`src/rtl/riffx_pkg.sv`:
```
// Package for the RIFF/WebP EXIF extractor: container tags, header sizes and
// the transaction and result types shared by the pipeline stages.
// No dependencies.
`default_nettype none

package riffx_pkg;

   // Four-character tags, first character in the top byte
   localparam logic [31:0] TAG_RIFF = 32'h5249_4646;
   localparam logic [31:0] TAG_WEBP = 32'h5745_4250;
   localparam logic [31:0] TAG_EXIF = 32'h4558_4946;

   // Container layout
   localparam int TAG_BYTES       = 4;
   localparam int CHUNK_HDR_BYTES = 8;
   localparam int WALK_START      = 12;

   // Result kinds
   localparam logic KIND_EXIF = 1'b0;
   localparam logic KIND_END  = 1'b1;

   typedef struct packed {
      logic [7:0] byte_value;
      logic       stream_start;
   } item_type;

   typedef struct packed {
      logic       result_kind;
      logic [7:0] payload_byte;
      logic       payload_last;
   } rsp_type;

endpackage

`default_nettype wire

```
`src/rtl/riffx_in_stage.sv`:
```
// Input register of the EXIF extractor: captures one request transaction and
// holds it until the parser can consume it. Depends on riffx_pkg.
`default_nettype none

module riffx_in_stage
   import riffx_pkg::*;
#(
   parameter int LENGTH_BITS = 32
) (
   input  wire logic                   clock,
   input  wire logic                   reset,
   input  wire logic                   req_valid,
   input  wire logic [7:0]             req_byte_value,
   input  wire logic [31:0]            req_total_length,
   input  wire logic                   req_stream_start,
   output logic                        req_stall,
   input  wire logic                   advance,
   output logic                        item_valid,
   output item_type                    item,
   output logic [LENGTH_BITS-1:0]      item_total
);

   logic                   valid_ff;
   item_type               item_ff;
   logic [LENGTH_BITS-1:0] total_ff;

   // Hold while an item sits here and the result side cannot take its result
   assign req_stall  = valid_ff && !advance;
   assign item_valid = valid_ff;
   assign item       = item_ff;
   assign item_total = total_ff;

   always_ff @(posedge clock) begin
      if (reset) begin
         valid_ff <= 1'b0;
      end else if (!req_stall) begin
         valid_ff <= req_valid;
      end
   end

   always_ff @(posedge clock) begin
      if (req_valid && !req_stall) begin
         item_ff.byte_value   <= req_byte_value;
         item_ff.stream_start <= req_stream_start;
         total_ff             <= req_total_length[LENGTH_BITS-1:0];
      end
   end

endmodule

`default_nettype wire

```
`src/rtl/riffx_parser.sv`:
```
// Chunk walker of the EXIF extractor: parse state registers and the one-byte
// step logic that decides each byte's result. Depends on riffx_pkg.
`default_nettype none

module riffx_parser
   import riffx_pkg::*;
#(
   parameter int LENGTH_BITS = 32
) (
   input  wire logic                   clock,
   input  wire logic                   reset,
   input  wire logic                   step,
   input  wire item_type               item,
   input  wire logic [LENGTH_BITS-1:0] total,
   output logic                        res_valid,
   output rsp_type                     res
);

   localparam logic [2:0] MODE_FILE_HDR  = 3'd0;
   localparam logic [2:0] MODE_CHUNK_HDR = 3'd1;
   localparam logic [2:0] MODE_SKIP      = 3'd2;
   localparam logic [2:0] MODE_PAD       = 3'd3;
   localparam logic [2:0] MODE_EXIF      = 3'd4;
   localparam logic [2:0] MODE_STOP      = 3'd5;
   localparam logic [2:0] MODE_FOUND     = 3'd6;

   localparam int SUM_BITS = 34;

   logic [LENGTH_BITS-1:0] pos_ff,  pos_in;
   logic [2:0]             mode_ff, mode_in;
   logic [31:0]            tag_ff,  tag_in;
   logic [31:0]            len_ff,  len_in;
   logic [LENGTH_BITS-1:0] cnt_ff,  cnt_in;
   logic                   pad_ff,  pad_in;

   always_comb begin
      logic [LENGTH_BITS-1:0] pos_e;
      logic [2:0]             mode_e;
      logic [31:0]            tag_e;
      logic [31:0]            len_e;
      logic [LENGTH_BITS-1:0] cnt_e;
      logic                   pad_e;
      logic                   active;
      logic [31:0]            tag_sh;
      logic [31:0]            len_sh;
      logic [LENGTH_BITS-1:0] cnt_dec;
      logic                   overrun;
      logic                   last_byte;
      logic                   emit;
      logic                   emit_last;

      // A stream start clears all parse state before the byte is taken
      pos_e  = item.stream_start ? '0 : pos_ff;
      mode_e = item.stream_start ? MODE_FILE_HDR : mode_ff;
      tag_e  = item.stream_start ? '0 : tag_ff;
      len_e  = item.stream_start ? '0 : len_ff;
      cnt_e  = item.stream_start ? '0 : cnt_ff;
      pad_e  = item.stream_start ? 1'b0 : pad_ff;

      active  = step && (pos_e < total);
      tag_sh  = {tag_e[23:0], item.byte_value};
      len_sh  = {item.byte_value, len_e[31:8]};
      cnt_dec = (cnt_e != '0) ? cnt_e - LENGTH_BITS'(1) : cnt_e;
      overrun = (SUM_BITS'(pos_e) + SUM_BITS'(1) + SUM_BITS'(len_sh)) > SUM_BITS'(total);
      last_byte = (pos_e == total - LENGTH_BITS'(1));

      mode_in   = mode_e;
      tag_in    = tag_e;
      len_in    = len_e;
      cnt_in    = cnt_e;
      pad_in    = pad_e;
      emit      = 1'b0;
      emit_last = 1'b0;

      if (active) begin
         unique case (mode_e)
            MODE_FILE_HDR: begin
               tag_in = tag_sh;
               if (pos_e == LENGTH_BITS'(TAG_BYTES - 1) && tag_sh != TAG_RIFF) begin
                  mode_in = MODE_STOP;
               end else if (pos_e == LENGTH_BITS'(WALK_START - 1)) begin
                  if (tag_sh != TAG_WEBP) begin
                     mode_in = MODE_STOP;
                  end else begin
                     mode_in = MODE_CHUNK_HDR;
                     cnt_in  = '0;
                     pad_in  = 1'b0;
                  end
               end
            end
            MODE_CHUNK_HDR: begin
               if (cnt_e < LENGTH_BITS'(TAG_BYTES)) begin
                  tag_in = tag_sh;
               end else begin
                  len_in = len_sh;
               end
               cnt_in = cnt_e + LENGTH_BITS'(1);
               // Last header byte: decide from the completed length
               if (cnt_e == LENGTH_BITS'(CHUNK_HDR_BYTES - 1)) begin
                  if (overrun) begin
                     mode_in = MODE_STOP;
                  end else if (len_sh == '0) begin
                     mode_in = MODE_CHUNK_HDR;
                     cnt_in  = '0;
                     pad_in  = 1'b0;
                  end else if (tag_e == TAG_EXIF) begin
                     mode_in = MODE_EXIF;
                     cnt_in  = len_sh[LENGTH_BITS-1:0];
                  end else begin
                     mode_in = MODE_SKIP;
                     cnt_in  = len_sh[LENGTH_BITS-1:0];
                     pad_in  = len_sh[0];
                  end
               end
            end
            MODE_SKIP: begin
               cnt_in = cnt_dec;
               if (cnt_dec == '0) begin
                  if (pad_e) begin
                     mode_in = MODE_PAD;
                  end else begin
                     mode_in = MODE_CHUNK_HDR;
                     pad_in  = 1'b0;
                  end
               end
            end
            MODE_PAD: begin
               mode_in = MODE_CHUNK_HDR;
               cnt_in  = '0;
               pad_in  = 1'b0;
            end
            MODE_EXIF: begin
               emit   = 1'b1;
               cnt_in = cnt_dec;
               if (cnt_dec == '0) begin
                  emit_last = 1'b1;
                  mode_in   = MODE_FOUND;
               end
            end
            default: begin
               // walk stopped or EXIF done: only the position advances
            end
         endcase
      end

      pos_in = active ? pos_e + LENGTH_BITS'(1) : pos_e;

      res_valid        = active && (emit || (mode_in != MODE_FOUND && last_byte));
      res.result_kind  = emit ? KIND_EXIF : KIND_END;
      res.payload_byte = emit ? item.byte_value : 8'h00;
      res.payload_last = emit ? emit_last : 1'b1;
   end

   always_ff @(posedge clock) begin
      if (reset) begin
         pos_ff  <= '0;
         mode_ff <= MODE_FILE_HDR;
         tag_ff  <= '0;
         len_ff  <= '0;
         cnt_ff  <= '0;
         pad_ff  <= 1'b0;
      end else if (step) begin
         pos_ff  <= pos_in;
         mode_ff <= mode_in;
         tag_ff  <= tag_in;
         len_ff  <= len_in;
         cnt_ff  <= cnt_in;
         pad_ff  <= pad_in;
      end
   end

`ifndef SYNTHESIS
   // An EXIF payload in progress always has bytes left to send
   a_exif_count_live: assert property (@(posedge clock) disable iff (reset)
      (mode_ff == MODE_EXIF) |-> (cnt_ff != '0))
      else $error("EXIF mode with zero bytes left");

   // Once the EXIF payload is done, only a new stream leaves that mode
   a_found_sticky: assert property (@(posedge clock) disable iff (reset)
      (step && !item.stream_start && mode_ff == MODE_FOUND) |=> (mode_ff == MODE_FOUND))
      else $error("left EXIF-done mode without stream start");
`endif

endmodule

`default_nettype wire

```
`src/rtl/riffx_out_stage.sv`:
```
// Result register of the EXIF extractor: holds one response transaction until
// the receiver takes it. Depends on riffx_pkg.
`default_nettype none

module riffx_out_stage
   import riffx_pkg::*;
(
   input  wire logic    clock,
   input  wire logic    reset,
   input  wire logic    load,
   input  wire logic    res_valid,
   input  wire rsp_type res,
   output logic         free,
   output logic         rsp_valid,
   input  wire logic    rsp_stall,
   output logic         rsp_result_kind,
   output logic [7:0]   rsp_payload_byte,
   output logic         rsp_payload_last
);

   logic    valid_ff;
   rsp_type res_ff;

   // Slot is free when empty or being drained this cycle
   assign free             = !valid_ff || !rsp_stall;
   assign rsp_valid        = valid_ff;
   assign rsp_result_kind  = res_ff.result_kind;
   assign rsp_payload_byte = res_ff.payload_byte;
   assign rsp_payload_last = res_ff.payload_last;

   always_ff @(posedge clock) begin
      if (reset) begin
         valid_ff <= 1'b0;
      end else if (free) begin
         valid_ff <= load && res_valid;
      end
   end

   always_ff @(posedge clock) begin
      if (free && load && res_valid) begin
         res_ff <= res;
      end
   end

`ifndef SYNTHESIS
   // Reset empties the result slot
   a_reset_empty: assert property (@(posedge clock)
      reset |=> !valid_ff)
      else $error("result register valid after reset");
`endif

endmodule

`default_nettype wire

```
`src/rtl/riff_exif_chunk_extractor.sv`:
```
// Top level of the RIFF/WebP EXIF extractor: input register, chunk walker and
// result register. Depends on riffx_pkg, riffx_in_stage, riffx_parser,
// riffx_out_stage.
//
// Usage:
//   Request channel (req_*): one file byte per transaction with the file's
//   total length; req_stream_start marks byte 0 of a new file and restarts
//   parsing. Response channel (rsp_*): zero or one transaction per byte:
//   either an EXIF payload byte (kind 0, last marked on its final byte) or,
//   on the file's last byte when no EXIF payload was delivered, one end
//   marker (kind 1, byte 0, last 1). Bytes at or past the total length are
//   absorbed without effect.
//   Path: an accepted request is held in the input register, parsed and then
//   loaded into the result register, from which its response is presented.
//   Throughput: one byte per cycle while the result slot is free, set by the
//   combinational parse step between the two registers.
//   Stalls: while rsp_stall holds a waiting response, the parser freezes and
//   the input register keeps one byte, after which req_stall rises. A free
//   result slot lets a new byte enter every cycle.
//   Reset (synchronous, active high): both registers empty, parse state
//   returns to the file header check at position zero.
`default_nettype none

module riff_exif_chunk_extractor
   import riffx_pkg::*;
#(
   parameter int LENGTH_BITS = 32
) (
   input  wire logic        clock,
   input  wire logic        reset,
   input  wire logic        req_valid,
   output logic             req_stall,
   input  wire logic [7:0]  req_byte_value,
   input  wire logic [31:0] req_total_length,
   input  wire logic        req_stream_start,
   output logic             rsp_valid,
   input  wire logic        rsp_stall,
   output logic             rsp_result_kind,
   output logic [7:0]       rsp_payload_byte,
   output logic             rsp_payload_last
);

   logic                   out_free;
   logic                   item_valid;
   item_type               item;
   logic [LENGTH_BITS-1:0] item_total;
   logic                   step;
   logic                   res_valid;
   rsp_type                res;

   // Advance the held byte through the parser only when its result has room
   assign step = item_valid && out_free;

   riffx_in_stage #(
      .LENGTH_BITS (LENGTH_BITS)
   ) u_in_stage (
      .clock            (clock),
      .reset            (reset),
      .req_valid        (req_valid),
      .req_byte_value   (req_byte_value),
      .req_total_length (req_total_length),
      .req_stream_start (req_stream_start),
      .req_stall        (req_stall),
      .advance          (out_free),
      .item_valid       (item_valid),
      .item             (item),
      .item_total       (item_total)
   );

   riffx_parser #(
      .LENGTH_BITS (LENGTH_BITS)
   ) u_parser (
      .clock     (clock),
      .reset     (reset),
      .step      (step),
      .item      (item),
      .total     (item_total),
      .res_valid (res_valid),
      .res       (res)
   );

   riffx_out_stage u_out_stage (
      .clock            (clock),
      .reset            (reset),
      .load             (step),
      .res_valid        (res_valid),
      .res              (res),
      .free             (out_free),
      .rsp_valid        (rsp_valid),
      .rsp_stall        (rsp_stall),
      .rsp_result_kind  (rsp_result_kind),
      .rsp_payload_byte (rsp_payload_byte),
      .rsp_payload_last (rsp_payload_last)
   );

`ifndef SYNTHESIS
   // Input backpressure only comes from a held byte behind a stalled response
   a_stall_cause: assert property (@(posedge clock) disable iff (reset)
      req_stall |-> (item_valid && rsp_valid && rsp_stall))
      else $error("request stalled without a blocked response");
`endif

endmodule

`default_nettype wire

```
`config.mk`:
```
export PLATFORM = sky130hd
export DESIGN_NAME = riff_exif_chunk_extractor
export DESIGN_NICKNAME = d
export VERILOG_FILES = /design/src/rtl/riffx_pkg.sv /design/src/rtl/riffx_in_stage.sv /design/src/rtl/riffx_parser.sv /design/src/rtl/riffx_out_stage.sv /design/src/rtl/riff_exif_chunk_extractor.sv
export SDC_FILE = /design/constraint.sdc
export NUM_CORES = 1
export LEC_CHECK = 0
export ABC_AREA = 1
export BUFFER_PORTS_ARGS = -buffer_cell sky130_fd_sc_hd__buf_2
export CORE_AREA = 2 2 192 194
export CTS_CLUSTER_SIZE = 8
export DETAILED_ROUTE_END_ITERATION = 8
export DIE_AREA = 0 0 194 196
export GPL_ROUTABILITY_DRIVEN = 1
export PLACE_DENSITY = 0.7
export SLEW_MARGIN = 20
export SYNTH_ARGS = -nofsm -noshare
export SYNTH_HDL_FRONTEND = slang
export SYNTH_SLANG_ARGS = --single-unit
```
`constraint.sdc`:
```
create_clock -name clock -period 6.8 [get_ports clock]
set_clock_uncertainty 0.2 [all_clocks]
set_input_delay 0.34 -clock clock [delete_from_list [all_inputs] [get_ports clock]]
set_output_delay 0.34 -clock clock [all_outputs]
set_load 0.01 [all_outputs]
```
# Yosys cells after proc, flatten, opt, wreduce, memory -nomap -nowiden
# Cells that the tools add are included.
classes:
  n_addsub: 6
  n_mul: 0
  shifts: 0
  div_mod_pow: 0
  n_eq_ne: 12
  n_lt_le_gt_ge: 3
  bitwise_logic: 0
  n_reduce_logical: 21
  muxes: 51
ops:
  columns: ["cell", "n"]
  rows:
  - ["32-bit two-way mux", 18]
  - ["32-bit one-hot mux with 4 select lines", 1]
  - ["32-bit by 1-bit adder with 32-bit output (second input constant)", 2]
  - ["32-bit logical NOT", 2]
  - ["32-bit by 31-bit inequality test with 1-bit output (second input constant)", 2]
  - ["32-bit one-hot mux with 2 select lines", 1]
  - ["32-bit by 1-bit subtractor with 32-bit output (second input constant)", 2]
  - ["34-bit by 32-bit adder with 34-bit output", 1]
  - ["34-bit by 32-bit greater-than comparator with 1-bit output", 1]
  - ["32-bit by 1-bit adder with 33-bit output (second input constant)", 1]
  - ["3-bit two-way mux", 11]
  - ["32-bit by 2-bit equality test with 1-bit output (second input constant)", 1]
  - ["32-bit by 3-bit equality test with 1-bit output (second input constant)", 1]
  - ["32-bit by 31-bit equality test with 1-bit output (second input constant)", 1]
  - ["32-bit equality test", 1]
  - ["32-bit by 4-bit equality test with 1-bit output (second input constant)", 1]
  - ["32-bit by 3-bit less-than comparator with 1-bit output (second input constant)", 1]
  - ["32-bit less-than comparator", 1]
  - ["32-bit nonzero test", 1]
  - ["1-bit two-way mux", 17]
  - ["3-bit one-hot mux with 5 select lines", 1]
  - ["1-bit logical AND", 10]
  - ["3-bit by 2-bit equality test with 1-bit output (second input constant)", 2]
  - ["1-bit logical NOT", 4]
  - ["8 further kinds", 9]
word_totals:
  inputBits: 45
  mem_count: 0
  elab_cells: 107
  rom_bits: 0
  latch_bits: 0
  out_inout_bits: 12
  reg_bits: 185
  ram_bits: 0

# Longest topological paths before layout
depth:
  depth_word: 13
  mapped_depth: 46
  depth_no_buf: 43

# Modules after synthesis
# Synthesis repeated with hierarchy kept, for this count alone.
unflattened:
  hier_cells: 2673
  hier_area_um2: 16702.3
modules_own_cells:
  columns: ["module", "cells_per_inst", "area_each_um2", "seq_area_each_um2", "n_inst"]
  rows:
  - ["riffx_parser", 2608, 15073.2, 2482.4, 1]
  - ["riffx_in_stage", 48, 1277.5, 1251.2, 1]
  - ["riffx_out_stage", 15, 344.1, 320.3, 1]
  - ["riff_exif_chunk_extractor", 2, 7.5, 0.0, 1]

# Worst setup path before layout
# OpenSTA, ideal clock, no wires.
synth_timing:
  kind: "register to register"
  startpoint: "register u_in_stage.item_ff, in the netlist u_in_stage.item[0]"
  endpoint: "register u_out_stage.res_ff, in the netlist u_out_stage.rsp_payload_byte[0], enable pin"
  synth_period_minus_slack_ns: 6.511
  path_buffers: 5
  slack_ns: 0.289
  required_ns: 6.283
  t_arrival_ns: 5.994
  setup_time_ns: 0.317
  stages_incl_launch_ff: 44
  cell_sequence: "edfxtp_1 -> buf_2 -> buf_2 -> buf_2 -> buf_1 -> clkbuf_1 -> nor2_1 -> ha_1 -> nand3_1 -> nor2_1 -> nand2_1 -> nor3_2 -> nand2_1 -> nor2_1 -> xor2_1 -> ha_1 -> nand2_1 -> o21ai_0 -> (+8 left out) -> a31oi_1 -> xor2_1 -> inv_1 -> ha_1 -> nand2_1 -> inv_1 -> nand3_1 -> nor3_1 -> nand3_1 -> nand2_1 -> and2_1 -> nand3_1 -> nand3_1 -> nand2_1 -> nor2_1 -> nand2_1 -> nand2_1 -> nand2_1"
synth_between:
  elab_chain_cells: 13
  word_cells_on_any_way: 48
  classes_between: "add/sub: 3; order compare: 2; eq/ne: 12; mux: 21; reduce/logical: 10"
synth_rtl:
  columns: ["item", "line", "rtl"]
  rows:
  - ["start: declaration", "riffx_in_stage.sv:24", "item_type item_ff;"]
  - ["32-bit two-way mux, on equally long branches", "riffx_parser.sv:53, riffx_parser.sv:55", null]
  - ["32-bit by 1-bit adder with 33-bit output / 32-bit by 31-bit equality test with 1-bit output (equally long branches)", "riffx_parser.sv:64, riffx_parser.sv:106", null]
  - ["34-bit by 32-bit adder with 34-bit output / 3-bit two-way mux (equally long branches)", "riffx_parser.sv:64, riffx_parser.sv:106", null]
  - ["34-bit by 32-bit greater-than comparator with 1-bit output / 3-bit two-way mux (equally long branches)", "riffx_parser.sv:64, riffx_parser.sv:102", null]
  - ["3-bit two-way mux", "riffx_parser.sv:100", "if (overrun) begin"]
  - ["3-bit two-way mux", "riffx_parser.sv:99", "if (cnt_e == LENGTH_BITS'(CHUNK_HDR_BYTES - 1)) begin"]
  - ["3-bit one-hot mux with 5 select lines", "riffx_parser.sv:76", "unique case (mode_e)"]
  - ["3-bit two-way mux", "riffx_parser.sv:75", "if (active) begin"]
  - ["3-bit inequality test", "riffx_parser.sv:148", "res_valid = active && (emit || (mode_in != MODE_FOUND && last_byte));"]
  - ["1-bit logical AND", "riffx_parser.sv:148", null]
  - ["1-bit logical OR", "riffx_parser.sv:148", null]
  - ["1-bit logical AND (*)", "riffx_parser.sv:148", null]
  - ["1-bit logical AND (*)", "riffx_out_stage.sv:40", "if (free && load && res_valid) begin"]
  - ["end signal: assignment", "riffx_out_stage.sv:41", "res_ff <= res;"]
  - ["end: declaration", "riffx_out_stage.sv:22", "rsp_type res_ff;"]
# Every way passes the cells marked *; elsewhere a longest branch is shown, timed or not.
# A chain may end at the register's enable or synchronous reset.

# Worst setup path after layout
layout_timing:
  startpoint: "register u_in_stage.item_ff, in the netlist u_in_stage.item[0]"
  endpoint: "register u_parser.cnt_ff[6]"
layout_between:
  elab_chain_cells: 8
  word_cells_on_any_way: 35
  classes_between: "add/sub: 4; order compare: 2; eq/ne: 9; mux: 14; reduce/logical: 6"
layout_rtl:
  columns: ["item", "line", "rtl"]
  rows:
  - ["32-bit two-way mux", "riffx_parser.sv:53", "pos_e = item.stream_start ? '0 : pos_ff;"]
  - ["32-bit by 1-bit adder with 33-bit output", "riffx_parser.sv:64", "overrun = (SUM_BITS'(pos_e) + SUM_BITS'(1) + SUM_BITS'(len_sh)) > SUM_BITS'(total);"]
  - ["34-bit by 32-bit adder with 34-bit output", "riffx_parser.sv:64", null]
  - ["34-bit by 32-bit greater-than comparator with 1-bit output", "riffx_parser.sv:64", null]
  - ["32-bit two-way mux", "riffx_parser.sv:100", null]
  - ["32-bit two-way mux", "riffx_parser.sv:99", null]
  - ["32-bit one-hot mux with 4 select lines", "riffx_parser.sv:76", null]
  - ["32-bit two-way mux (*)", "riffx_parser.sv:75", null]
  - ["end signal: assignment", "riffx_parser.sv:167", "cnt_ff <= cnt_in;"]
  - ["end: declaration", "riffx_parser.sv:33", "logic [LENGTH_BITS-1:0] cnt_ff, cnt_in;"]
# Marked as above.

==> flow_summary.json <==
{
  "netSwitchingFraction_pct": 34.7,
  "grt_pass1_wl_mm": 87.1,
  "synth_edf_count": 51,
  "initial_core_util_pct": 44.5,
  "grt_util_all_layers_pct": 28.5,
  "numCtsBuffers": 17,
  "place_hpwl_mm": 41.1,
  "r2r-start": "u_in_stage.item[0]$_DFFE_PP_",
  "yosysWarningCount": 0,
  "layout_common_cells": "556 x nand2_1, 326 x inv_1, 274 x nor2_1",
  "crit_buf_inv": 1,
  "outcome": "completed",
  "end_kind": "register",
  "vdd_ir_drop_max_mv": 0.163,
  "first_pass_iters": 8,
  "cts_tree": "built",
  "die_h_um": 196,
  "overflow": 0,
  "drive_above_1_share_pct": 7.56,
  "r2r_setup_slack_ps": 470,
  "final_cell_area_um2": 17900,
  "fill_cells": 3685,
  "cts-root-buf": "clkbuf_16",
  "clk_latency_ps": 450,
  "clock_path_buffers": 2,
  "io_buffers": 56,
  "die_area_um2": 38000,
  "tightest_slew_ps": 934,
  "antenna_found_initial": 0,
  "slew_headroom_pct": 37.7,
  "hold_viol": 0,
  "regArea_um2": 4050,
  "cpMostUsedCell": "nand2_1",
  "ios": 57,
  "p_leak_nw": 8.38,
  "multi_input_area_um2": 10400,
  "yosys-top-cells-area": "dfxtp_1 16%, nand2_1 13%, edfxtp_1 9.5%, a21oi_1 8.3%, ha_1 7.9%",
  "h-tree-depth": 4,
  "yosys.area.top_type": "dfxtp_1",
  "drc": 0,
  "crit_family": "simple AND/OR/NAND/NOR gates",
  "p_int_mw": 1.92,
  "pre_cts_slack_ps": 224,
  "gp_congestion": 0.995,
  "cp_slowest_cell": "edfxtp_1",
  "hold_depth": 5,
  "wl_mm": 55.1,
  "hold_slack_ps": 111,
  "placeableCoreArea_um2": 36100,
  "worstReg2RegEnd": "u_parser.cnt_ff[6]$_SDFFE_PP0P_",
  "cts.sinks": 177,
  "cp.arrival_ps": 6500,
  "clock.fmax_mhz": 158,
  "max_cap_viol_count": 0,
  "ys_types": 54,
  "power.density_nw_per_um2": 165,
  "maxSlewViolCount": 0,
  "p_total_mw": 2.94,
  "synth.avg_cell_area_um2": 6.45,
  "syn_to_final_growth_pct": 11.2,
  "syn_nets": 2639,
  "place_area_um2": 16800,
  "diodes": 0,
  "worstHoldStart": "rsp_stall",
  "clockPowerShare_pct": 35.4,
  "fin_ws_ps": 474,
  "fp.dieW_um": 194,
  "pwr-share-comb_pct": 24.5,
  "grt_pass1_vias": 16300,
  "min_period_ps": 6330,
  "synth_top_area_share_pct": 15.7,
  "syn_inst": 2492,
  "switching_power_mw": 1.02,
  "grt_start_max_net_pins": 79,
  "rr_worst_depth": 35,
  "period_share_pct": 93.0,
  "avgViaCountPerCell": 5.71,
  "seqPwrFrac_pct": 40.1,
  "wl_per_cell_um": 18.2,
  "dr_total_vias": 17300,
  "tns_ps": 0,
  "whs_endpoint": "u_out_stage.rsp_valid$_SDFFE_PP0N_",
  "num_rows": 70,
  "nets": 2701,
  "ant_nets": 0,
  "critPathMaxFanout": 9,
  "cpPeakStageDelay_ps": 430,
  "worst_setup_path_start_kind": "register",
  "synthFlopType": "dfxtp_1",
  "final_common_cell": "nand2_1",
  "ys_seq_elements": 177,
  "finalSetupViolations": 0,
  "clkTransAtPathRegs_ps": 70,
  "crit_required_ps": 6980,
  "dr.first_iter.drc_count": 1914,
  "async_reset_ff_share_pct": 0,
  "synth_area_um2": 16100,
  "synth-seq-area-share_pct": 25.2,
  "hp-class": "input port to register",
  "critPathKind": "register to register"
}
==> Yosys cell counts (all sizes together) (3+ instances only) <==
cell type	number
a211oi	5
a21boi	5
a21o	5
a21oi	267
a221oi	30
a31oi	10
buf	25
clkbuf	64
dfxtp	126
edfxtp	51
ha	101
inv	332
nand2	587
nand3	120
nand3b	3
nand4	51
nor2	289
nor3	38
nor3b	5
nor4	21
o2111ai	10
o211ai	14
o21ai	168
o21bai	4
o221ai	3
o22ai	4
o31ai	4
xnor2	20
xor2	118
==> worst min-delay path, stage by stage <==
cell and delay [ps]:
buf_2 80, nand2_1 110, nand3_1 110, nand2_1 50, inv_1 40
==> flip-flops by register name (all words and copies together), names as in the netlist <==
register                      cells
u_parser.pos_ff                  32
u_parser.pad_ff                   1
u_parser.cnt_ff                  32
u_parser.mode_ff                  3
u_in_stage.item                   9
u_in_stage.item_total            32
u_parser.len_ff                  24
u_out_stage.rsp_result_kind       1
u_out_stage.rsp_payload_last      1
u_out_stage.rsp_valid             1
u_parser.tag_ff                  32
u_out_stage.rsp_payload_byte      8
u_in_stage.item_valid             1
==> what timing repair did <==
action	4_1_cts	5_1_grt
setup buffers	0	2
hold buffers	42	0
resized for setup	0	17
setup endpoints to repair	0	43
hold endpoints to repair	42	0
==> layout make-up <==
| class | instances | share of cell area [%] |
|---|---|---|
| Inverter | 333 | 7.01 |
| Clock buffer | 19 | 2.42 |
| Timing Repair Buffer | 132 | 5.39 |
| Multi-Input combinational cell | 1893 | 58.2 |
| Tap cell | 468 | 3.28 |
| Clock inverter | 13 | 0.946 |
| Sequential cell | 177 | 22.7 |
==> how the worst max path moves through the flow <==
| stage | from | to | slack [ps] | depth (start not counted) |
|---|---|---|---|---|
| floorplan | u_in_stage.item[0]$_DFFE_PP_ | u_out_stage.rsp_payload_byte[0]$_SDFFCE_PN0P_ | 290 | 43 |
| global placement | u_in_stage.item[0]$_DFFE_PP_ | u_out_stage.rsp_payload_byte[4]$_SDFFCE_PN0P_ | 360 | 37 |
| detailed placement | u_in_stage.item[0]$_DFFE_PP_ | u_out_stage.rsp_payload_byte[0]$_SDFFCE_PN0P_ | 220 | 37 |
| CTS | u_in_stage.item[0]$_DFFE_PP_ | u_out_stage.rsp_payload_byte[3]$_SDFFCE_PN0P_ | 190 | 37 |
| global route | u_in_stage.item[0]$_DFFE_PP_ | u_out_stage.rsp_payload_byte[1]$_SDFFCE_PN0P_ | -30 | 39 |
| finish | u_in_stage.item[0]$_DFFE_PP_ | u_parser.cnt_ff[6]$_SDFFE_PP0P_ | 470 | 35 |
==> cells by family (layout without fill, tap and decap cells) <==
kind of cell               Yosys count  count (layout)  share of synthesized area, %
DFF                                177             177                          25.2
adders and majority gates          102             102                          7.99
xor gates and xnor gates           140             140                          7.80
AOI/OAI and AO/OA                  532             532                          18.4
buffers and inverters              422             497                          10.4
and+or+nand+nor                   1119            1119                          30.2
==> power by group through the flow <==
| stage | clock network [mW] | registers, mW | logic [mW] |
|---|---|---|---|
| after floorplan | 0 | 1.19 | 0.502 |
| after global placement | 0 | 1.20 | 0.672 |
| after detailed placement | 0 | 1.20 | 0.677 |
| after CTS | 1.06 | 1.18 | 0.701 |
| after global routing | 1.09 | 1.18 | 0.799 |
| final | 1.04 | 1.18 | 0.720 |
==> metrics by stage <==
step                util [%]  std cells
CTS                     49.3       3033
global placement        46.5       2959
finish                  49.5       3035
floorplan                  -       2492
detailed placement      46.5       2959
global route            49.5       3035
==> routing by layer <==
layer | global-route usage, % | routed length, µm | vias to the layer above
li1 | - | - | 8392
met1 | 37.3 | 23600 | 8061
met2 | 47.7 | 25400 | 752
met3 | 3.46 | 3880 | 131
met4 | 12.1 | 2310 | 0
met5 | 0 | 0 | -
Note: power is estimated with default switching activity, not from simulation.
